===== src/assert_macros.svh =====
// Assertion helpers shared by the RTL files.
// Each macro takes a label, the clock, the active-low reset, and two expressions.
`ifndef ASSERT_MACROS_SVH
`define ASSERT_MACROS_SVH

// Same-cycle implication.
`define ASSERT_IMPLIES(lbl, clk, rstn, ante, cons) \
    lbl: assert property (@(posedge clk) disable iff (!(rstn)) (ante) |-> (cons)) \
        else $error("assertion failed: same-cycle implication");

// Next-cycle implication.
`define ASSERT_NEXT(lbl, clk, rstn, ante, cons) \
    lbl: assert property (@(posedge clk) disable iff (!(rstn)) (ante) |=> (cons)) \
        else $error("assertion failed: next-cycle implication");

`endif


===== src/tea_pkg.sv =====
// ----------------------------------------------------------------------------
// tea_pkg
// Shared types, constants and elaboration-time helpers for the TEA core.
// ----------------------------------------------------------------------------
`timescale 1ns / 1ps
`default_nettype none

package tea_pkg;

    localparam int unsigned TEA_WORD_W     = 32;
    localparam int unsigned TEA_ROUNDS_DEF = 32;
    localparam int unsigned CFG_INDEX_W    = 4;
    localparam logic [TEA_WORD_W-1:0] TEA_DELTA = 32'h9e37_79b9;

    // Configuration register map
    typedef enum logic [CFG_INDEX_W-1:0] {
        REG_KEY0 = 4'd0,
        REG_KEY1 = 4'd1,
        REG_KEY2 = 4'd2,
        REG_KEY3 = 4'd3
    } tea_reg_e;

    // One block in flight, plus its direction (0 encrypt, 1 decrypt)
    typedef struct packed {
        logic                  func;
        logic [TEA_WORD_W-1:0] y;
        logic [TEA_WORD_W-1:0] z;
    } tea_lane_t;

    typedef struct packed {
        logic [TEA_WORD_W-1:0] k0;
        logic [TEA_WORD_W-1:0] k1;
        logic [TEA_WORD_W-1:0] k2;
        logic [TEA_WORD_W-1:0] k3;
    } tea_key_t;

    // delta * n mod 2^32, evaluated at elaboration for each round position
    function automatic logic [TEA_WORD_W-1:0] round_sum(int unsigned n);
        logic [2*TEA_WORD_W-1:0] prod;
        prod = (2*TEA_WORD_W)'(TEA_DELTA) * (2*TEA_WORD_W)'(n);
        return prod[TEA_WORD_W-1:0];
    endfunction

endpackage

`default_nettype wire


===== src/tea_skid.sv =====
// ----------------------------------------------------------------------------
// tea_skid
// Output register with one skid entry, so the cell chain sees a registered
// ready and keeps moving while one result waits on the master side.
// ----------------------------------------------------------------------------
`timescale 1ns / 1ps
`default_nettype none
`include "assert_macros.svh"

module tea_skid
    import tea_pkg::*;
(
    input  wire logic                    aclk,
    input  wire logic                    aresetn,
    input  wire logic                    in_valid,
    output logic                         in_ready,
    input  wire logic [2*TEA_WORD_W-1:0] in_data,
    output logic                         out_valid,
    input  wire logic                    out_ready,
    output logic [2*TEA_WORD_W-1:0]      out_data
);

    logic                    out_valid_reg;
    logic                    out_valid_next;
    logic [2*TEA_WORD_W-1:0] out_data_reg;
    logic [2*TEA_WORD_W-1:0] out_data_next;
    logic                    skid_valid_reg;
    logic                    skid_valid_next;
    logic [2*TEA_WORD_W-1:0] skid_data_reg;
    logic [2*TEA_WORD_W-1:0] skid_data_next;
    logic                    push;

    assign in_ready = !skid_valid_reg;
    assign push     = in_valid && in_ready;

    always_comb begin
        out_valid_next  = out_valid_reg;
        out_data_next   = out_data_reg;
        skid_valid_next = skid_valid_reg;
        skid_data_next  = skid_data_reg;
        if (!out_valid_reg || out_ready) begin
            // Output slot frees: drain the skid entry first
            if (skid_valid_reg) begin
                out_valid_next  = 1'b1;
                out_data_next   = skid_data_reg;
                skid_valid_next = 1'b0;
            end else begin
                out_valid_next = push;
                out_data_next  = in_data;
            end
        end else if (push) begin
            // Stalled: park the arriving result
            skid_valid_next = 1'b1;
            skid_data_next  = in_data;
        end
    end

    always_ff @(posedge aclk) begin
        if (!aresetn) begin
            out_valid_reg  <= 1'b0;
            skid_valid_reg <= 1'b0;
        end else begin
            out_valid_reg  <= out_valid_next;
            skid_valid_reg <= skid_valid_next;
        end
    end

    always_ff @(posedge aclk) begin
        out_data_reg  <= out_data_next;
        skid_data_reg <= skid_data_next;
    end

    assign out_valid = out_valid_reg;
    assign out_data  = out_data_reg;

    `ASSERT_IMPLIES(a_skid_behind_out, aclk, aresetn, skid_valid_reg, out_valid_reg)
    `ASSERT_NEXT(a_stall_parks, aclk, aresetn, out_valid_reg && !out_ready && push, skid_valid_reg && (skid_data_reg == $past(in_data)))

endmodule

`default_nettype wire

===== config.mk =====
export PLATFORM = sky130hd
export DESIGN_NAME = tea_skid
export DESIGN_NICKNAME = d
export VERILOG_FILES = /design/src/tea_pkg.sv /design/src/tea_skid.sv
export VERILOG_INCLUDE_DIRS = /design/src /design/src/src
export SDC_FILE = /design/constraint.sdc
export NUM_CORES = 1
export LEC_CHECK = 0
export BUFFER_PORTS_ARGS = -buffer_cell sky130_fd_sc_hd__buf_2
export CAP_MARGIN = 0
export CORE_ASPECT_RATIO = 1.5
export CORE_MARGIN = 1.5
export CORE_UTILIZATION = 55
export CTS_CLUSTER_DIAMETER = 100
export CTS_CLUSTER_SIZE = 8
export DETAILED_ROUTE_END_ITERATION = 8
export PLACE_DENSITY = 0.93
export SETUP_SLACK_MARGIN = 0.05
export SYNTH_ARGS = -nofsm -noshare
export SYNTH_HDL_FRONTEND = slang
export SYNTH_SLANG_ARGS = --single-unit

===== constraint.sdc =====
create_clock -name aclk -period 16.4 [get_ports aclk]
set_input_delay 0.82 -clock aclk [delete_from_list [all_inputs] [get_ports aclk]]
set_output_delay 0.82 -clock aclk [all_outputs]
set_load 0.03 [all_outputs]

# Word-level counts from Yosys, hierarchy flattened
# Cells that the tools add are included.
# classes
n_bitwise,2
reduce_logical,6
mux,2
# op_table
op,count
64-bit 2-to-1 mux,1
1-bit logical NOT,2
1-bit inverter,2
2-bit AND reduction,1
2-bit OR reduction,1
1-bit logical AND,1
1-bit logical OR,1
1-bit 2-to-1 mux,1
# totals
register_bits,130
wordCells,14
out_inout_bits,66
inputBits,68

# Logic depth before layout (Yosys ltp)
# Gate-level depths: netlist of run 1.
# logic_depth
ltp_word,4
ltp_mapped,4

# Worst setup path before layout of run 1
# OpenSTA, ideal clock, no wires.
# synth_timing
path_kind,input to register
startpoint,in out_ready
endpoint,reg skid_data_reg[0] (enable)
path_stages,2
setup_time_ps,578
required_ps,15822
slack_ps,8601
arrival_time_ps,7221
cell_sequence,nand2b_1 -> nor3b_1
# synth_via
elab_chain_cells,3
# synth_lines
element,line,rtl
start: declaration,tea_skid.sv:19,"input wire logic out_ready,"
1-bit logical OR,tea_skid.sv:41,if (!out_valid_reg || out_ready) begin
1-bit inverter (no line),-,
2-bit AND reduction (no line),-,
end signal: assignment,tea_skid.sv:70,skid_data_reg <= skid_data_next;
end: declaration,tea_skid.sv:29,logic [2*TEA_WORD_W-1:0] skid_data_reg;
# Every way passes these cells.
# A chain may end at the register's enable or synchronous reset.

# Worst setup path after layout of run 1
# layout_timing
startpoint,in out_ready
endpoint,reg skid_data_reg[41] (enable)
# The elaborated chain is that of the path after synthesis.

==> results of run 1 <==
-- Yosys cell counts --
cell        n
mux2_2     64
edfxtp_1  128
a21boi_1    1
buf_2       3
buf_6       3
nor2_1      1
inv_1       1
dfxtp_1     2
nor3b_1     1
nor3b_2     1
buf_4       1
nand2b_1    1
-- worst reg2reg max path: cells and delay by family, from the launching register on --
family                 cells  cell delay, ns
buffers and inverters      1            0.68
DFF                        1            0.38
and+or+nand+nor            2            0.85
-- per-stage QoR --
| stage | worst slack [ns] | area [um2] | total power [W] |
|---|---|---|---|
| after detailed placement | 13.42 | 5470 | 0.000462 |
| after global routing | 13.68 | 6020 | 0.000827 |
| final | 13.87 | 6020 | 0.000800 |
| after global placement | 13.50 | 5470 | 0.000459 |
| after floorplan | 8.60 | 4700 | 0.000437 |
| after CTS | 13.87 | 6020 | 0.000808 |
-- layout make-up --
type                       count  area, um2  area share, %
sequential                   130       3880           64.5
multi-input combinational     69        771           12.8
timing repair buffer         135        681           11.3
clock buffer                  18        429           7.12
tap                          107        134           2.22
clock inverter                14        121           2.01
inverter                       1       3.75         0.0623
-- metal layers --
layer / GRT usage [%] / part of all wire (%) / vias up / wire, um
li1: - / - / 1126 / -
met1: 23.6 / 41 / 1201 / 3380
met2: 31.1 / 52 / 94 / 4240
met3: 6.64 / 5.2 / 13 / 427
met4: 9.29 / 1.7 / 0 / 136
met5: 0 / 0 / - / 0
-- cell families (layout without fill, tap and decap cells) --
group,Yosys count,count (layout),share of synthesized area [%]
AOI/OAI and AO/OA,1,1,0.160
buffers and inverters,8,168,1.28
DFF,130,130,82.6
muxes,64,64,15.3
and+or+nand+nor,4,4,0.639
-- worst paths after layout --
check                                       start                 to  slack [ns]  cells past startpoint
worst max-delay path                    out_ready  skid_data_reg[41]       13.87                      4
worst min-delay path            skid_data_reg[37]       out_data[37]        0.54                      1
worst max register to register          out_valid  skid_data_reg[41]       14.07                      3
worst min register to register  skid_data_reg[37]       out_data[37]        0.54                      1
-- power breakdown --
group	total, W	internal, W	leakage (nW)	switching (W)
registers	0.000390	0.000385	1.26	0.00000497
logic	0.0000650	0.0000222	0.780	0.0000428
clock network	0.000346	0.000219	0.263	0.000127
total	0.000800	0.000626	2.30	0.000175
==> impl_results.md, run 1 <==
- Outcome: finished clean
- CP required: 16.43 ns
- Final std cells w/o fill: 474
- DRT Pass-1 Iters: 6
- Final core utilization: 72.0%
- Most frequent cells in the layout: buf_2 (133), edfxtp_1 (128), mux2_2 (64), clkbuf_16 (17), clkinv_1 (5)
- Crit path cell chain: buf_2 > nand2b_4 > nor3b_2 > buf_4
- Worst path slowest cell: buf_4
- Hold crit path type: flip-flop to flip-flop
- Yosys reg bits: 130
- # setup viols final: 0
- Average size of a mapped cell: 22.7 um2
- Setup TNS Final: 0 ns
- Die X: 78.5 um
- CP endpoint kind: flip-flop
- DR WL/cell: 17.3 um
- Hold Slack: 0.542 ns
- Post-route ant nets: 0
- Measured slew at the worst slew-check pin: 0.904 ns
- Die area: 9120 um2
- Max VDD drop: 0.110 mV
- Antenna diodes: 0
- Net Count, Synth: 275
- # H-tree levels: 4
- Post-CTS setup buffer count: 0
- Post-cts sizing count: 0
- Largest net degree at the start of global routing: 68
- RSZ-0062 raised after global routing: false
- Power density over the cells: 133 nW/um2
- Final min period: 2.53 ns
- Sequential area share after synthesis: 82.6%
- Vias in the first global route: 2397
- Total congestion overflow: 0
- Largest area contributor in the netlist: edfxtp_1
- Crit share post-route: 15.4%
- Final Wtd Congestion: 0.692
- Clk root buf: clkbuf_16
- Initial antenna violation count: 0
- I/O Buffers: 133
- Setup crit start kind: input port
- Clock-pin slew on the worst setup and hold paths: 0.05 ns
- Synth warn: 0
- Hold Buf Count CTS: 0
- Drt total wl: 8190 um
- Placed Cells: 442
- Die height: 116 um
- Row cnt: 41
- DRT iter0 DRCs: 143
- Initial core utilization: 56.2%
- Worst-case clock buffer depth: 2
- Critical path's top delay family: simple AND/OR/NAND/NOR gates
- Maximum clock rate: 395 MHz
- Netlist cell types: 12
- Worst-skew pair later-pin latency: 0.41 ns
- Post-Syn Instances: 207
- Arrival time worst endpoint: 2.56 ns
- Commonest non-fill, non-tap cell in the layout: buf_2
- WP buf/inv: 2
- Routed via count: 2434
- Leak Pwr: 2.30 nW
- Slew headroom: 39.7%
- Crit path max fanout: 67
- Clock tree sinks: 130
- Drt via density: 5.14
- Clock buffer count from CTS: 17
- Clock skew: 0.00697 ns
- Final nets: 422
- I/O Pins: 134
- Max-slew violations: 0
- Total track usage: 19.3%
- Synth top area cells: edfxtp_1 (82%), mux2_2 (15%), dfxtp_1 (0.85%), buf_6 (0.72%), buf_2 (0.32%)
- Drt drc: 0
- Layout cell share with drive strength beyond 1: 62.4%
- Filler cells: 499
- Final Hold Viols: 0
- TritonCTS clock tree: built
- Worst Path Class, Setup: input port to flip-flop
- CP peak stage delay: 0.68 ns
- Max_cap viols: 0
- P&R area growth vs syn: 28.1%
- Top cell type's share of synthesized area: 81.7%
- Core footprint: 8360 um2
- Syn Std Cell Area: 4700 um2
- DP HPWL: 5220 um
- First-pass GRT wire length: 12500 um
No activity file was read; power rests on OpenSTA's default activity.
==> inputs of run 2 (changes only) <==
--- a/config.mk
+++ b/config.mk
@@ -6,15 +6,16 @@
 export SDC_FILE = /design/constraint.sdc
 export NUM_CORES = 1
 export LEC_CHECK = 0
+export ABC_AREA = 1
 export BUFFER_PORTS_ARGS = -buffer_cell sky130_fd_sc_hd__buf_2
 export CAP_MARGIN = 0
 export CORE_ASPECT_RATIO = 1.5
 export CORE_MARGIN = 1.5
-export CORE_UTILIZATION = 55
+export CORE_UTILIZATION = 51
 export CTS_CLUSTER_DIAMETER = 100
 export CTS_CLUSTER_SIZE = 8
 export DETAILED_ROUTE_END_ITERATION = 8
-export PLACE_DENSITY = 0.93
+export PLACE_DENSITY = 0.87
 export SETUP_SLACK_MARGIN = 0.05
 export SYNTH_ARGS = -nofsm -noshare
 export SYNTH_HDL_FRONTEND = slang
==> constraint.sdc (replaced) <==
create_clock -name aclk -period 2.5 [get_ports aclk]
set_input_delay 0.125 -clock aclk [delete_from_list [all_inputs] [get_ports aclk]]
set_output_delay 0.125 -clock aclk [all_outputs]
set_load 0.03 [all_outputs]
==> impl_results.md, run 2 <==
- Total congestion overflow: 0
- RSZ-0062 raised after global routing: false
- Arrival time worst endpoint: 2.12 ns
- Netlist cell types: 11
- Crit share post-route: 70.9%
- Final Wtd Congestion: 0.776
- Post-Syn Instances: 346
- Crit path cell chain: buf_4 > o21ai_0 > dlygate4sd3_1 > nand2_1
- Clock buffer count from CTS: 17
- Main synth FF type: edfxtp_1
- Drt drc: 0
- Worst-case clock buffer depth: 2
- Maximum clock rate: 564 MHz
- Drt via density: 4.90
- DR WL/cell: 15.7 um
- P&R area growth vs syn: 42.1%
- Clock tree sinks: 130
- Leak Pwr: 2.93 nW
- TritonCTS clock tree: built
- Row cnt: 42
- Largest area contributor in the netlist: edfxtp_1
- Layout cell share with drive strength beyond 1: 29.8%
- Initial antenna violation count: 0
- Syn Std Cell Area: 4730 um2
- Post-synth EDFFs: 128
- I/O Buffers: 133
- # setup viols final: 0
- Antenna diodes: 0
- Power, Total: 0.00538 W
- DRT iter0 DRCs: 248
- WP buf/inv: 2
- Worst Path Class, Setup: flip-flop to flip-flop
- Worst-skew pair later-pin latency: 0.40 ns
- Crit path max fanout: 66
- Initial core utilization: 52.9%
- Net Count, Synth: 414
- Slew headroom: 45.6%
- Post-route ant nets: 0
- Setup TNS Final: 0 ns
- FFs w/ async S/R, synth: 0%
- Die height: 121 um
- Final min period: 1.77 ns
- Max VDD drop: 0.598 mV
- Final setup margin: 0.726 ns
- Hold crit path type: input port to flip-flop
- Setup crit start kind: flip-flop
- Yosys reg bits: 130
- Max_cap viols: 0
- I/O Pins: 134
- Routed via count: 3322
- Synth top area cells: edfxtp_1 (81%), nand2_1 (15%), buf_2 (0.85%), dfxtp_1 (0.85%), buf_4 (0.79%)
- Most common cell in the netlist: nand2_1
- Average size of a mapped cell: 13.7 um2
- Die area: 9860 um2
- Synth warn: 0
- Largest net degree at the start of global routing: 67
- Commonest cells post-synth: nand2_1 (195), edfxtp_1 (128), buf_2 (8)
- Area of the multi-input gates: 777 um2
- Clock-pin slew on the worst setup and hold paths: 0.05 ns
- First-pass GRT wire length: 16000 um
- Post-route cell area: 6720 um2
- Power density over the cells: 801 nW/um2
- Register area: 3880 um2
- Core footprint: 8930 um2
- Commonest non-fill, non-tap cell in the layout: nand2_1
- Total track usage: 22.8%
- CP endpoint kind: flip-flop
- DP HPWL: 5850 um
- Critical path's top delay family: buffers and inverters
- Final Hold Viols: 0
- Post-Place Worst Slack: 0.987 ns
- Worst path slowest cell: dlygate4sd3_1
- Drt total wl: 10600 um
- Outcome: finished clean
- DRT Pass-1 Iters: 4
- Vias in the first global route: 3272
- DP Area: 5510 um2
- Filler cells: 549
- Final nets: 623
- Max-slew violations: 0
- # H-tree levels: 4
- CP peak stage delay: 0.60 ns
- Clk root buf: clkbuf_16
- CP required: 2.85 ns
- Clock skew: 0.00536 ns
- Top cell type's share of synthesized area: 81.3%
- Measured slew at the worst slew-check pin: 0.816 ns
- Die X: 81.6 um
- Post-CTS setup buffer count: 0
- Sequential area share after synthesis: 82.2%
- Most frequent cells in the layout: nand2_1 (194), buf_2 (133), edfxtp_1 (128), dlygate4sd3_1 (66), clkbuf_16 (17)
run 2: logic make-up after synthesis:
logic type      after synthesis  share of synthesized area (%)
compound gates                1                          0.106
buf+inv                      16                           1.88
flops                       130                           82.2
simple gates                199                           15.8
run 2: layout make-up:
cell class	count	area share [%]
clock buffers	25	7.23
clock inverters	7	0.894
inverters	2	0.112
multi-input cells	200	11.6
flip-flops and latches	130	57.8
well taps	110	2.05
repair buffers	204	20.3
run 2: worst paths after layout:
check | startpoint | depth (start not counted) | to | slack [ns]
setup / recovery | skid_valid_reg | 4 | out_valid | 0.73
hold / removal | in_valid | 3 | skid_valid_reg | 0.04
setup reg to reg | skid_valid_reg | 4 | out_valid | 0.73
hold reg to reg | skid_data_reg[62] | 2 | out_data[62] | 0.51
run 2: worst min-delay path, stage by stage:
cell    delay [ns]
buf_2         0.12
nor2_1        0.08
nor2_1        0.06
run 2: timing repair:
item,in CTS,in global routing
resized for setup,0,0
hold endpoints to repair,88,0
hold buffers,66,0
run 2: through the flow:
step / instances / hold slack (ns) / utilization (%)
floorplan: 346 / 0.224 / -
CTS: 678 / 0.0183 / 75.2
global route: 678 / 0.0526 / 75.2
global placement: 580 / 0.319 / 61.7
finish: 678 / 0.0395 / 75.2
detailed placement: 580 / 0.317 / 61.7
run 2: power by group:
| group | internal, W | switching, W |
|---|---|---|
| combinational | 0.000197 | 0.000363 |
| sequential | 0.00254 | 0.0000372 |
| clock | 0.00143 | 0.000810 |
run 2: metal layers:
metal	up-vias	GRT usage, %	share of wire [%]
met5	-	0	0
met4	0	11.3	2.8
met3	21	5.41	4.6
met2	145	39.1	55
met1	1565	26.3	38
li1	1591	-	-
