<file path="src/assert_macros.svh">
// Assertion helpers shared by the RTL files.
// Each macro takes a label, the clock, the active-low reset, and two expressions.
`ifndef ASSERT_MACROS_SVH
`define ASSERT_MACROS_SVH

// Same-cycle implication.
`define ASSERT_IMPLIES(lbl, clk, rstn, ante, cons) \
    lbl: assert property (@(posedge clk) disable iff (!(rstn)) (ante) |-> (cons)) \
        else $error("assertion failed: same-cycle implication");

// Next-cycle implication.
`define ASSERT_NEXT(lbl, clk, rstn, ante, cons) \
    lbl: assert property (@(posedge clk) disable iff (!(rstn)) (ante) |=> (cons)) \
        else $error("assertion failed: next-cycle implication");

`endif

</file>
<file path="src/tea_pkg.sv">
// ----------------------------------------------------------------------------
// tea_pkg
// Shared types, constants and elaboration-time helpers for the TEA core.
// ----------------------------------------------------------------------------
`timescale 1ns / 1ps
`default_nettype none

package tea_pkg;

    localparam int unsigned TEA_WORD_W     = 32;
    localparam int unsigned TEA_ROUNDS_DEF = 32;
    localparam int unsigned CFG_INDEX_W    = 4;
    localparam logic [TEA_WORD_W-1:0] TEA_DELTA = 32'h9e37_79b9;

    // Configuration register map
    typedef enum logic [CFG_INDEX_W-1:0] {
        REG_KEY0 = 4'd0,
        REG_KEY1 = 4'd1,
        REG_KEY2 = 4'd2,
        REG_KEY3 = 4'd3
    } tea_reg_e;

    // One block in flight, plus its direction (0 encrypt, 1 decrypt)
    typedef struct packed {
        logic                  func;
        logic [TEA_WORD_W-1:0] y;
        logic [TEA_WORD_W-1:0] z;
    } tea_lane_t;

    typedef struct packed {
        logic [TEA_WORD_W-1:0] k0;
        logic [TEA_WORD_W-1:0] k1;
        logic [TEA_WORD_W-1:0] k2;
        logic [TEA_WORD_W-1:0] k3;
    } tea_key_t;

    // delta * n mod 2^32, evaluated at elaboration for each round position
    function automatic logic [TEA_WORD_W-1:0] round_sum(int unsigned n);
        logic [2*TEA_WORD_W-1:0] prod;
        prod = (2*TEA_WORD_W)'(TEA_DELTA) * (2*TEA_WORD_W)'(n);
        return prod[TEA_WORD_W-1:0];
    endfunction

endpackage

`default_nettype wire

</file>
<file path="src/tea_cell.sv">
// ----------------------------------------------------------------------------
// tea_cell
// One half-round of TEA: updates one word of the block from the other and
// registers the result for the next cell in the chain.
// ----------------------------------------------------------------------------
`timescale 1ns / 1ps
`default_nettype none

module tea_cell
    import tea_pkg::*;
#(
    parameter bit                    HALF    = 1'b0,
    parameter logic [TEA_WORD_W-1:0] ENC_SUM = '0,
    parameter logic [TEA_WORD_W-1:0] DEC_SUM = '0
) (
    input  wire logic      aclk,
    input  wire logic      aresetn,
    input  wire logic      advance,
    input  wire tea_key_t  key,
    input  wire logic      in_valid,
    input  wire tea_lane_t in_lane,
    output logic           out_valid,
    output tea_lane_t      out_lane
);

    function automatic logic [TEA_WORD_W-1:0] mix(
        input logic [TEA_WORD_W-1:0] v,
        input logic [TEA_WORD_W-1:0] sum,
        input logic [TEA_WORD_W-1:0] ka,
        input logic [TEA_WORD_W-1:0] kb
    );
        return ((v << 4) + ka) ^ (v + sum) ^ ((v >> 5) + kb);
    endfunction

    logic                  valid_reg;
    tea_lane_t             lane_reg;
    tea_lane_t             lane_next;
    logic                  upd_y;
    logic [TEA_WORD_W-1:0] src;
    logic [TEA_WORD_W-1:0] dst;
    logic [TEA_WORD_W-1:0] ka;
    logic [TEA_WORD_W-1:0] kb;
    logic [TEA_WORD_W-1:0] sum;
    logic [TEA_WORD_W-1:0] m;
    logic [TEA_WORD_W-1:0] dst_new;

    // Encrypt updates y first then z; decrypt runs the halves mirrored.
    always_comb begin
        upd_y   = (HALF == 1'b0) ^ in_lane.func;
        src     = upd_y ? in_lane.z : in_lane.y;
        dst     = upd_y ? in_lane.y : in_lane.z;
        ka      = upd_y ? key.k0 : key.k2;
        kb      = upd_y ? key.k1 : key.k3;
        sum     = in_lane.func ? DEC_SUM : ENC_SUM;
        m       = mix(src, sum, ka, kb);
        dst_new = in_lane.func ? (dst - m) : (dst + m);
        lane_next      = in_lane;
        if (upd_y) begin
            lane_next.y = dst_new;
        end else begin
            lane_next.z = dst_new;
        end
    end

    always_ff @(posedge aclk) begin
        if (!aresetn) begin
            valid_reg <= 1'b0;
        end else if (advance) begin
            valid_reg <= in_valid;
        end
    end

    always_ff @(posedge aclk) begin
        if (advance) begin
            lane_reg <= lane_next;
        end
    end

    assign out_valid = valid_reg;
    assign out_lane  = lane_reg;

endmodule

`default_nettype wire

</file>
<file path="config.mk">
export PLATFORM = sky130hd
export DESIGN_NAME = tea_cell
export DESIGN_NICKNAME = d
export VERILOG_FILES = /design/src/assert_macros.svh /design/src/tea_pkg.sv /design/src/tea_cell.sv
export SDC_FILE = /design/constraint.sdc
export NUM_CORES = 1
export LEC_CHECK = 0
export BUFFER_PORTS_ARGS = -buffer_cell sky130_fd_sc_hd__buf_2
export CAP_MARGIN = 30
export CORE_MARGIN = 2
export CORE_UTILIZATION = 59
export DETAILED_ROUTE_END_ITERATION = 10
export GPL_TIMING_DRIVEN = 0
export PLACE_DENSITY = 0.86
export RECOVER_POWER = 100
export SLEW_MARGIN = 15
export SYNTH_ARGS = -nofsm -noshare
export SYNTH_HDL_FRONTEND = slang
export SYNTH_SLANG_ARGS = --single-unit
</file>
<file path="constraint.sdc">
create_clock -name aclk -period 21.9 [get_ports aclk]
set_input_delay 0 -clock aclk [delete_from_list [all_inputs] [get_ports aclk]]
set_output_delay 0 -clock aclk [all_outputs]
set_load 0.02 [all_outputs]
</file>
* Yosys cells after proc, flatten, opt, wreduce, memory -nomap -nowiden
Cells that the tools add are included.
** Cells by class
- Multiplexer cells :: 7
- Add/subtract/negate cells :: 4
- Bitwise operators :: 2
** Operators by type and width (count)
- 2-to-1 mux 32 bit :: 7
- adder 32 bit :: 2
- bitwise XOR 32 bit :: 2
- adder 27 x 32 -> 32 bit :: 1
- subtractor 32 bit :: 1
** Storage, ports and cells
- Output and inout port bits :: 66
- Bits in registers :: 66
- Input bits :: 197
- Logic and storage cells :: 17

* Longest topological paths before layout
Gate-level depths: netlist of the first run.
- Depth in word-level cells :: 7
- Depth in mapped cells :: 34
- Mapped depth without buffers :: 27

* Least setup slack after synthesis of the first run
No wires, ideal clock.
- Kind :: input-to-reg
- Start point :: in in_lane[64] (netlist bit)
- End point :: reg lane_reg, in the netlist out_lane[63], data pin
- Setup time :: 0.273 ns
- Data required time :: 21.627 ns
- Slack :: 13.976 ns
- Stages on the path :: 32
- Path buffers :: 8
- Data arrival time :: 7.651 ns
- Cells stage by stage :: buf_2 > buf_2 > buf_1 > clkbuf_1 > clkbuf_1 > clkbuf_1 > clkbuf_1 > clkbuf_1 > mux2_2 > ha_1 > fa_1 > a21o_1 > a221oi_1 > xnor3_1 > xnor2_1 > nor4_2 > o2111ai_1 > nor2_1 > nand3_1 > nor4_1 > a31oi_1 > xor2_1 > ha_1 > a21o_1 > a21o_1 > a21oi_1 > a21bo_2 > a311o_1 > a31o_2 > xnor2_1 > o31a_1 > o31ai_1
** RTL lines
- start, declared :: RTL line tea_cell.sv:21 : input wire tea_lane_t in_lane,
- end signal, assigned :: RTL line tea_cell.sv:75 : lane_reg <= lane_next;
- end, declared :: RTL line tea_cell.sv:36 : tea_lane_t lane_reg;

==> run metrics, run 1 <==
share of cells above drive strength 1 about 22%; routed length per instance around 19 um; Final Hold Viols 0; PwrDens about 110 nW/um^2; final setup fails 0; Max Slew Vio Count 67; first-pass GRT wire length ~46,000 um; final wirelength a little over 30,000 um; endpoint type of the worst setup path register; RSZ-0062 raised after global routing no; maximum vdd drop between 0.06 and 0.07 mV; Post-CTS Hold Buffers 5; Vias/cell 6.06; R2R setup slack roughly 21,000 ps; most frequent cells in the layout 194 x buf_2, 122 x xnor2_1, 116 x nand2_1, 97 x clkbuf_1, 92 x a21oi_1; post-synthesis cell count around 1,100; non-filler instance count after layout 1,603; Leak Pwr roughly 5 nW; CP most frequent cell clkbuf_1; Placed Instances ~1,600; worst hold path class primary input to register; relative slew slack -132%; DRT Pass-1 Iters 6; DR iter-0 viols ~960; setup_tns 0 ps; die width around 130 um; Final #Nets around 1,700; status finished, violations left; pin count of the biggest net entering global routing 67; Netlist cell types 66; Synth-to-Final Area Change 19.4%; largest stage delay on the critical path 600 ps; worst-margin pin slew roughly 3500 ps; boundary pin count between 200 and 300; PnR Total Power between 1 and 1.5 mW; CTS Buf Count 9; clk_skew 0 ps; CP Launch Type primary input; clk slew on worst S/H paths about 60 ps; Synth async-reset ratio 0%; die area 17,000 um^2; vias in the first global route 8,971; Resized cells post-CTS 0; Clock Sink Count 66; most common cell after layout, fill and taps aside buf_2; Max clock buf depth 2; CORE AREA roughly 16,000 um^2; Detailed Place HPWL 24,800 um; number of synthesized register bits 66; Post-CTS Setup Bufs 0; initial antenna violation count 2; CTS tree built; CP max stage cell clkbuf_1; Top Usage Layer GRT met2; Tmin final 11,430 ps; MaxCap Viol Count 1; met2 usage between 50% and 60%; required time of the critical path 22,030 ps; number of enable flip-flop cells after synthesis 65; failing checks capacitance limit, slew limit; Syn Nets 1,387; met3 usage in global routing just under 7%; # DRC 0; CP max FO 10; DRT antenna net count 0; met1 Use GR between 40% and 50%; total track usage roughly 34%; ys flop type edfxtp_1; via count between 9,000 and 10,000; Die Height between 100 and 150 um; H-Tree Depth 3; routability-driven placement congestion ratio about 1; Clock Root Buffer clkbuf_16; Cell Area, Synth between 9000 and 10,000 um^2; top achievable clock speed slightly below 90 MHz; synth warn 0; syn_area_per_cell ~8.6 um^2; gr ovfl total 0; # fillers between 1,000 and 1,500; IO Port Bufs 262; row cnt 46; starting density of the core around 60%; CP arrival about 12,000 ps; Tcrit/Tclk final a little over half; Seq/Total Area, Yosys between 20% and 30%; worst setup path class primary input to register; worst skew pair latency around 320 ps
[stage by stage]
| step | hold slack, ps | util, % | instance area [um^2] | worst slack (ps) |
|---|---|---|---|---|
| floorplan | 98.9 | - | 9440 | 13980 |
| global placement | 209 | 69.9 | 11000 | 11760 |
| detailed placement | 213 | 69.9 | 11000 | 11630 |
| CTS | 1.55 | 72.1 | 11400 | 11390 |
| global route | 7.15 | 71.5 | 11300 | 10060 |
| finish | 5.53 | 71.5 | 11300 | 10470 |
[state kept, by name, summed over array words and instances (netlist names)]
signal     count
out_valid      1
out_lane      65
[power breakdown]
part	switching [mW]	leakage [nW]	total, mW	internal (mW)
combinational	0.555	4.11	0.909	0.354
clock	0.0512	0.134	0.138	0.0870
sequential	0.0126	0.643	0.227	0.214
total	0.619	4.88	1.27	0.655
[per-layer routing]
layer | routed length (um) | part of all wire, %
met4 | 835 | 2.8
met2 | 13500 | 45
met3 | 3050 | 10
met5 | 0 | 0
met1 | 12800 | 42
[cell usage after synthesis, types with 3 or more instances]
cell / instances / area (um^2)
inv_1: 27 / 101
a211oi_1: 8 / 60.1
nor2b_1: 18 / 113
nand2b_1: 21 / 131
and2_1: 4 / 25.0
ha_1: 86 / 1080
a31o_2: 5 / 43.8
nor2_1: 57 / 214
xor2_1: 50 / 438
nand3_1: 12 / 60.1
o21a_1: 12 / 90.1
edfxtp_1: 65 / 1950
xnor2_1: 122 / 1070
mux2i_1: 10 / 100
o31ai_1: 11 / 82.6
fa_1: 3 / 60.1
xnor3_1: 4 / 90.1
nand4_1: 7 / 43.8
nand2_1: 116 / 435
or2_2: 4 / 25.0
o21bai_1: 14 / 105
buf_1: 6 / 22.5
nor4_1: 6 / 37.5
o21ai_0: 88 / 440
a31oi_1: 14 / 87.6
a21oi_1: 92 / 460
clkbuf_1: 24 / 90.1
a21o_1: 35 / 263
o31a_1: 4 / 35.0
o211ai_1: 5 / 37.5
a21boi_0: 5 / 37.5
nor3_1: 14 / 70.1
mux2_2: 93 / 1050
and3_1: 10 / 62.6
or3_1: 4 / 25.0
a211o_1: 3 / 26.3
[cell type report]
type	count	area [um^2]	area share (%)
Multi-Input combinational cell	976	7240	64.2
Buffer	32	120	1.07
Antenna cell	3	7.51	0.0666
Clock inverter	6	57.6	0.510
Sequential cell	66	1970	17.5
Inverter	27	101	0.899
Tap cell	216	270	2.40
Clock buffer	10	229	2.03
Timing Repair Buffer	267	1280	11.3
[path summary, 6_finish.rpt]
path | from | to | cells after the start
max | in_lane[64] | out_lane[63]$_DFFE_PP_ | 34
min | in_lane[55] | out_lane[55]$_DFFE_PP_ | 3
max reg2reg | out_valid$_SDFFE_PN0P_ | out_valid$_SDFFE_PN0P_ | 3
min reg2reg | out_valid$_SDFFE_PN0P_ | out_valid$_SDFFE_PN0P_ | 3
[kinds of logic (layout without fill, tap and decap cells)]
kind of cell | count (synthesis) | count (layout) | synth area share [%]
AOI/OAI and AO/OA | 324 | 324 | 21.5
and+or+nand+nor | 284 | 284 | 14.2
xor gates and xnor gates | 176 | 176 | 16.9
muxes | 103 | 103 | 12.1
adders and majority gates | 89 | 89 | 12.0
DFF | 66 | 66 | 20.9
buffers and inverters | 59 | 342 | 2.37
other | 0 | 3 | 0
[worst max-delay path: cells and delay by family]
kind	cells	cell delay, ps
compound gates	11	2790
simple gates	5	1330
buf+inv	10	4810
xor+xnor	4	1130
fa+ha+maj	3	1020
mux	1	470
Power figures use the tool's default switching activity.
==> inputs of run 2 (changes only) <==
--- a/config.mk
+++ b/config.mk
@@ -5,13 +5,14 @@
 export SDC_FILE = /design/constraint.sdc
 export NUM_CORES = 1
 export LEC_CHECK = 0
+export ABC_AREA = 1
 export BUFFER_PORTS_ARGS = -buffer_cell sky130_fd_sc_hd__buf_2
 export CAP_MARGIN = 30
 export CORE_MARGIN = 2
-export CORE_UTILIZATION = 59
+export CORE_UTILIZATION = 52
 export DETAILED_ROUTE_END_ITERATION = 10
 export GPL_TIMING_DRIVEN = 0
-export PLACE_DENSITY = 0.86
+export PLACE_DENSITY = 0.77
 export RECOVER_POWER = 100
 export SLEW_MARGIN = 15
 export SYNTH_ARGS = -nofsm -noshare
==> constraint.sdc (replaced) <==
create_clock -name aclk -period 9.61 [get_ports aclk]
set_input_delay 0 -clock aclk [delete_from_list [all_inputs] [get_ports aclk]]
set_output_delay 0 -clock aclk [all_outputs]
set_load 0.02 [all_outputs]
==> run 2 against run 1 <==
  * The flow still finishes with violations (capacitance limit, slew limit)
  * Global-route usage increased by 2.0 points
  * Core utilization fell by 9.8 points
  * Final cell count increased by 68%
  * Clock skew did not move
  * Sequential share of layout area shrank 3.4 points
==> run metrics, run 2 <==
status finished, violations left; failing checks capacitance limit, slew limit; Clk pwr share between 10% and 20%; DRT Pass-1 Iters 7; Post-CTS Hold Buffers 10; top achievable clock speed ~120 MHz; post-synthesis cell count around 2,100; met2 usage a little over three fifths; most frequent cells in the layout 908 x nand2_1, 284 x inv_1, 195 x buf_2, 148 x nor2_1, 138 x nand3_1; Synth async-reset ratio 0%; Vias/cell roughly 5.4; # DRC 0; largest stage delay on the critical path around 700 ps; Detailed Place HPWL a little under 40,000 um; relative slew slack -127%; Final Hold Viols 0; die width roughly 160 um; Hold WS 2.09 ps; cell taking the most area after synthesis nand2_1; Critical R2R Launch out_valid$_SDFFE_PN0P_; syn_area_per_cell roughly 5.7 um^2; setup_tns 0 ps; Largest register FFs 65; Synth area leaders nand2_1 28%, edfxtp_1 16%, ha_1 8.9%, inv_1 8.8%, nand3_1 5.7%; met1 Use GR 46.2%; ys flop type edfxtp_1; final wirelength between 40,000 and 50,000 um; gr ovfl total 0; worst hold path class primary input to register; min-delay src in_lane[31]; CTS Buf Count 9; Max clock buf depth 2; share of the synthesized area in the top cell type between 20% and 30%; CP max stage cell clkbuf_1; routability-driven placement congestion ratio approximately 1.1; Netlist cell types 47; via count 14,600; IO Port Bufs 262; CP arrival around 8400 ps; register share of total power 17.5%; final setup fails 0; worst skew pair latency 320 ps; Antenna Cells 0; switch share between 50 and 60%; Leak Pwr roughly 8 nW; Max Slew Vio Count 68; RR Endpoint out_valid$_SDFFE_PN0P_; maximum vdd drop just over 0.1 mV; CORE AREA ~23,000 um^2; boundary pin count 263; required time of the critical path ~9700 ps; MaxCap Viol Count 1; first-pass GRT wire length 68,600 um; routed length per instance ~17 um; Die Height 156 um; initial antenna violation count 0; most numerous cell in the Yosys netlist nand2_1; endpoint type of the worst setup path register; power share of the combinational group approximately 70%; CP Launch Type primary input; total track usage 36.5%; clk slew on worst S/H paths about 60 ps; row cnt between 50 and 60; RSZ-0062 raised after global routing no; Synth-to-Final Area Change 16.2%; PwrDens around 180 nW/um^2; top post-synthesis cells by count 906 x nand2_1, 284 x inv_1, 146 x nor2_1, 137 x nand3_1, 94 x o21ai_0; Hold EP out_lane[31]$_DFFE_PP_; NetSw between 1 and 1.5 mW; FF-to-FF path depth 3; # fillers approximately 2,400; Resized cells post-CTS 0; Final #Nets between 2,000 and 3,000; post-layout util roughly 60%; number of synthesized register bits 66; Tcrit/Tclk final 86.8%; share of cells above drive strength 1 between 10 and 15%; number of enable flip-flop cells after synthesis 65; vias in the first global route roughly 13,000; most common cell after layout, fill and taps aside nand2_1; CP most frequent cell nand2_1; Cell Area, Synth 12,100 um^2; Pint approximately 1.2 mW; DRT antenna net count 0; DR iter-0 viols roughly 1,200; Syn Nets 2,410; Seq/Total Area, Yosys ~16%; CTS tree built; pin count of the biggest net entering global routing a little under 70; Top Usage Layer GRT met2; clk_skew 0 ps; H-Tree Depth 3; Clock Root Buffer clkbuf_16; met3 usage in global routing under 10%; worst setup path class primary input to register; worst-margin pin slew 3410 ps; starting density of the core between 50 and 60%; synth warn 0; Post-CTS Setup Bufs 0; hold depth 3; Clock Sink Count between 60 and 70; CP max FO 10; Tmin final roughly 8300 ps; CP Launch Point in_lane[64]; die area between 20,000 and 25,000 um^2; R2R setup slack ~8300 ps
## run 2: area by class of cell
cell class | count | area (um^2) | share of cell area [%]
multi-input combinational | 1726 | 8700 | 62.1
sequential | 66 | 1970 | 14.1
buffer | 42 | 259 | 1.85
clock buffer | 12 | 246 | 1.76
inverter | 290 | 1090 | 7.81
tap | 285 | 357 | 2.55
clock inverter | 4 | 51.3 | 0.366
timing repair buffer | 272 | 1330 | 9.47
## run 2: stage by stage
| stage | setup slack (ps) | std cells | power [mW] | instance area (um^2) |
|---|---|---|---|---|
| 4_1_cts | 2250 | 2697 | 2.53 | 14100 |
| 3_3_place_gp | 2570 | 2671 | 2.17 | 13700 |
| 6_report | 1270 | 2697 | 2.55 | 14000 |
| 3_5_place_dp | 2490 | 2671 | 2.20 | 13700 |
| 2_1_floorplan | 4610 | 2124 | 1.71 | 12100 |
| 5_1_grt | 851 | 2697 | 2.75 | 14000 |
## run 2: worst max-delay path, delay by kind of cell
family | cells | cell delay, ps
and+or+nand+nor | 19 | 2550
xor gates and xnor gates | 1 | 230
buffers and inverters | 9 | 3660
adders and majority gates | 3 | 900
AOI/OAI and AO/OA | 7 | 1070
## run 2: power groups by stage
stage | Combinational (mW) | Sequential, mW | Clock (mW)
2_1_floorplan | 1.16 | 0.549 | 0
3_3_place_gp | 1.72 | 0.444 | 0
3_5_place_dp | 1.75 | 0.447 | 0
4_1_cts | 1.76 | 0.442 | 0.326
5_1_grt | 1.97 | 0.453 | 0.336
6_report | 1.78 | 0.445 | 0.326
## run 2: worst max path at each step
stage	endpoint	cells past startpoint
2_1_floorplan	out_lane[30]$_DFFE_PP_	34
3_3_place_gp	out_lane[30]$_DFFE_PP_	36
3_5_place_dp	out_lane[30]$_DFFE_PP_	36
4_1_cts	out_lane[30]$_DFFE_PP_	39
5_1_grt	out_lane[30]$_DFFE_PP_	39
6_report	out_lane[30]$_DFFE_PP_	39
## run 2: kinds of logic (layout without fill, tap and decap cells)
logic type / Yosys count / in the layout / share of synthesized area [%]
xor gates and xnor gates: 85 / 85 / 6.18
buffers and inverters: 332 / 620 / 11.3
AOI/OAI and AO/OA: 233 / 233 / 10.8
and+or+nand+nor: 1317 / 1317 / 45.7
muxes: 2 / 2 / 0.166
DFF: 66 / 66 / 16.4
adders and majority gates: 89 / 89 / 9.43
## run 2: layer usage
| metal | vias up | part of all wire (%) |
|---|---|---|
| met2 | 674 | 46 |
| met3 | 104 | 8.5 |
| met4 | 0 | 4.4 |
| met5 | - | 0 |
| met1 | 6558 | 41 |
| li1 | 7310 | - |
==> inputs of run 3 (changes only) <==
==> constraint.sdc (replaced) <==
create_clock -name aclk -period 9.61 [get_ports aclk]
set_input_delay 0.4805 -clock aclk [delete_from_list [all_inputs] [get_ports aclk]]
set_output_delay 0.4805 -clock aclk [all_outputs]
set_load 0.02 [all_outputs]
==> run 3 against run 2 <==
  * The flow still finishes with violations (capacitance limit, slew limit)
  * Clock power hardly changed
  * Register-to-register slack gained 560 ps
  * Sequential share of layout area rose by 0.10 points
  * Non-clock buffer count fell by 10
  * Setup slack improved by 63 ps
  * Maximum frequency grew 0.76%
  * Clock-buffer cell count unchanged
  * Largest power group unchanged
==> run metrics, run 3 (synthesis gave the netlist of run 2 again) <==
status finished, violations left; failing checks capacitance limit, slew limit; Antenna Cells 0; Resized cells post-CTS 0; final wirelength 45,200 um; DRT Pass-1 Iters 6; area used by multi-input combinational logic 8700 um^2; PwrDens between 150 and 200 nW/um^2; hold depth 1; FF-to-FF path depth 2; Largest register FFs 65; Critical R2R Launch out_valid$_SDFFE_PN0P_; boundary pin count about 260; Placed Instances 2,671; Tcrit/Tclk final a little under nine tenths; most common cell after layout, fill and taps aside nand2_1; top achievable clock speed approximately 120 MHz; CORE AREA about 23,000 um^2; H-Tree Depth 3; worst hold path class primary input to register; Leak Pwr approximately 7.9 nW; DR iter-0 viols about 1,300; Post-CTS Setup Bufs 0; vias in the first global route about 13,000; # fillers ~2,400; maximum vdd drop 0.101 mV; Critical path buffers and inverters 8; Reg area 1970 um^2; CTS Buf Count 9; Vias/cell roughly 5.4; final setup fails 0; largest stage delay on the critical path slightly below 700 ps; CP Launch Type primary input; initial antenna violation count 0; Max Slew Vio Count 68; die width around 160 um; CP max FO 10; pin count of the biggest net entering global routing a little under 70; starting density of the core a little over half; R2R setup slack just under 9000 ps; total track usage 36.4%; Die Height between 150 and 200 um; first-pass GRT wire length just under 70,000 um; # DRC 0; min-delay src in_lane[64]; Clock Sink Count 66; Post-CTS Hold Buffers 0; routability-driven placement congestion ratio 1.06; clk slew on worst S/H paths 50 ps; Final Hold Viols 0; endpoint type of the worst setup path register; CP max stage cell clkbuf_1; gr ovfl total 0; Final #Nets about 2,700; Max clock buf depth 2; Hold EP out_lane[64]$_DFFE_PP_; row cnt 55; RSZ-0062 raised after global routing no; worst-margin pin slew ~3400 ps; Largest delay share family, worst path buffers and inverters; relative slew slack -125%; routed length per instance between 15 and 20 um; CP most frequent cell nand2_1; most frequent cells in the layout 907 x nand2_1, 284 x inv_1, 195 x buf_2, 150 x nor2_1, 137 x nand3_1; worst setup path class primary input to register; RR Endpoint out_valid$_SDFFE_PN0P_; Detailed Place HPWL 38,700 um; setup_tns 0 ps; CP arrival around 8300 ps; required time of the critical path a little under 10,000 ps; Synth-to-Final Area Change 15.4%; Tmin final 8280 ps; via count approximately 15,000; clk_skew 0 ps; CTS tree built; MaxCap Viol Count 1; Clock Root Buffer clkbuf_16; IO Port Bufs ~260; die area 24,400 um^2; share of cells above drive strength 1 12.4%; non-filler instance count after layout roughly 2,700; DRT antenna net count 0; worst skew pair latency approximately 320 ps
run 3: area by class of cell:
cell class / count / share of cell area, %
clock buffer: 12 / 1.77
tap: 285 / 2.56
clock inverter: 4 / 0.369
sequential: 66 / 14.2
multi-input combinational: 1726 / 62.6
timing repair buffer: 262 / 8.82
inverter: 290 / 7.86
buffer: 42 / 1.86
run 3: worst register-to-register path, stage by stage (launching register included):
cell and delay, ps:
dfxtp_1 300, o21ai_0 160, a21oi_1 70
run 3: where the power goes:
group          internal, mW  switching [mW]
registers             0.427          0.0180
logic                 0.577            1.20
clock network         0.208           0.118
run 3: layer usage:
metal | track usage [%] | wire length [um]
met5 | 0 | 0
met4 | 15.6 | 2020
met3 | 3.79 | 3940
met2 | 63.0 | 20800
met1 | 46.0 | 18500
run 3: worst max-delay path by stage:
stage / end / slack, ps / from / cells past startpoint
2_1_floorplan: out_lane[30]$_DFFE_PP_ / 4130 / in_lane[64] / 34
3_3_place_gp: out_lane[30]$_DFFE_PP_ / 2090 / in_lane[64] / 36
3_5_place_dp: out_lane[30]$_DFFE_PP_ / 2010 / in_lane[64] / 36
4_1_cts: out_lane[30]$_DFFE_PP_ / 2310 / in_lane[64] / 38
5_1_grt: out_lane[30]$_DFFE_PP_ / 890 / in_lane[64] / 38
6_report: out_lane[30]$_DFFE_PP_ / 1330 / in_lane[64] / 38
run 3: through the flow:
stage / setup slack (ps) / power [mW] / hold slack (ps) / area [um^2] / util (%)
floorplan: 4130 / 1.71 / 574 / 12100 / -
global placement: 2090 / 2.17 / 525 / 13700 / 60.4
detailed placement: 2010 / 2.20 / 524 / 13700 / 60.4
CTS: 2310 / 2.53 / 358 / 14000 / 61.7
global route: 891 / 2.75 / 376 / 13900 / 61.2
finish: 1330 / 2.55 / 370 / 13900 / 61.2
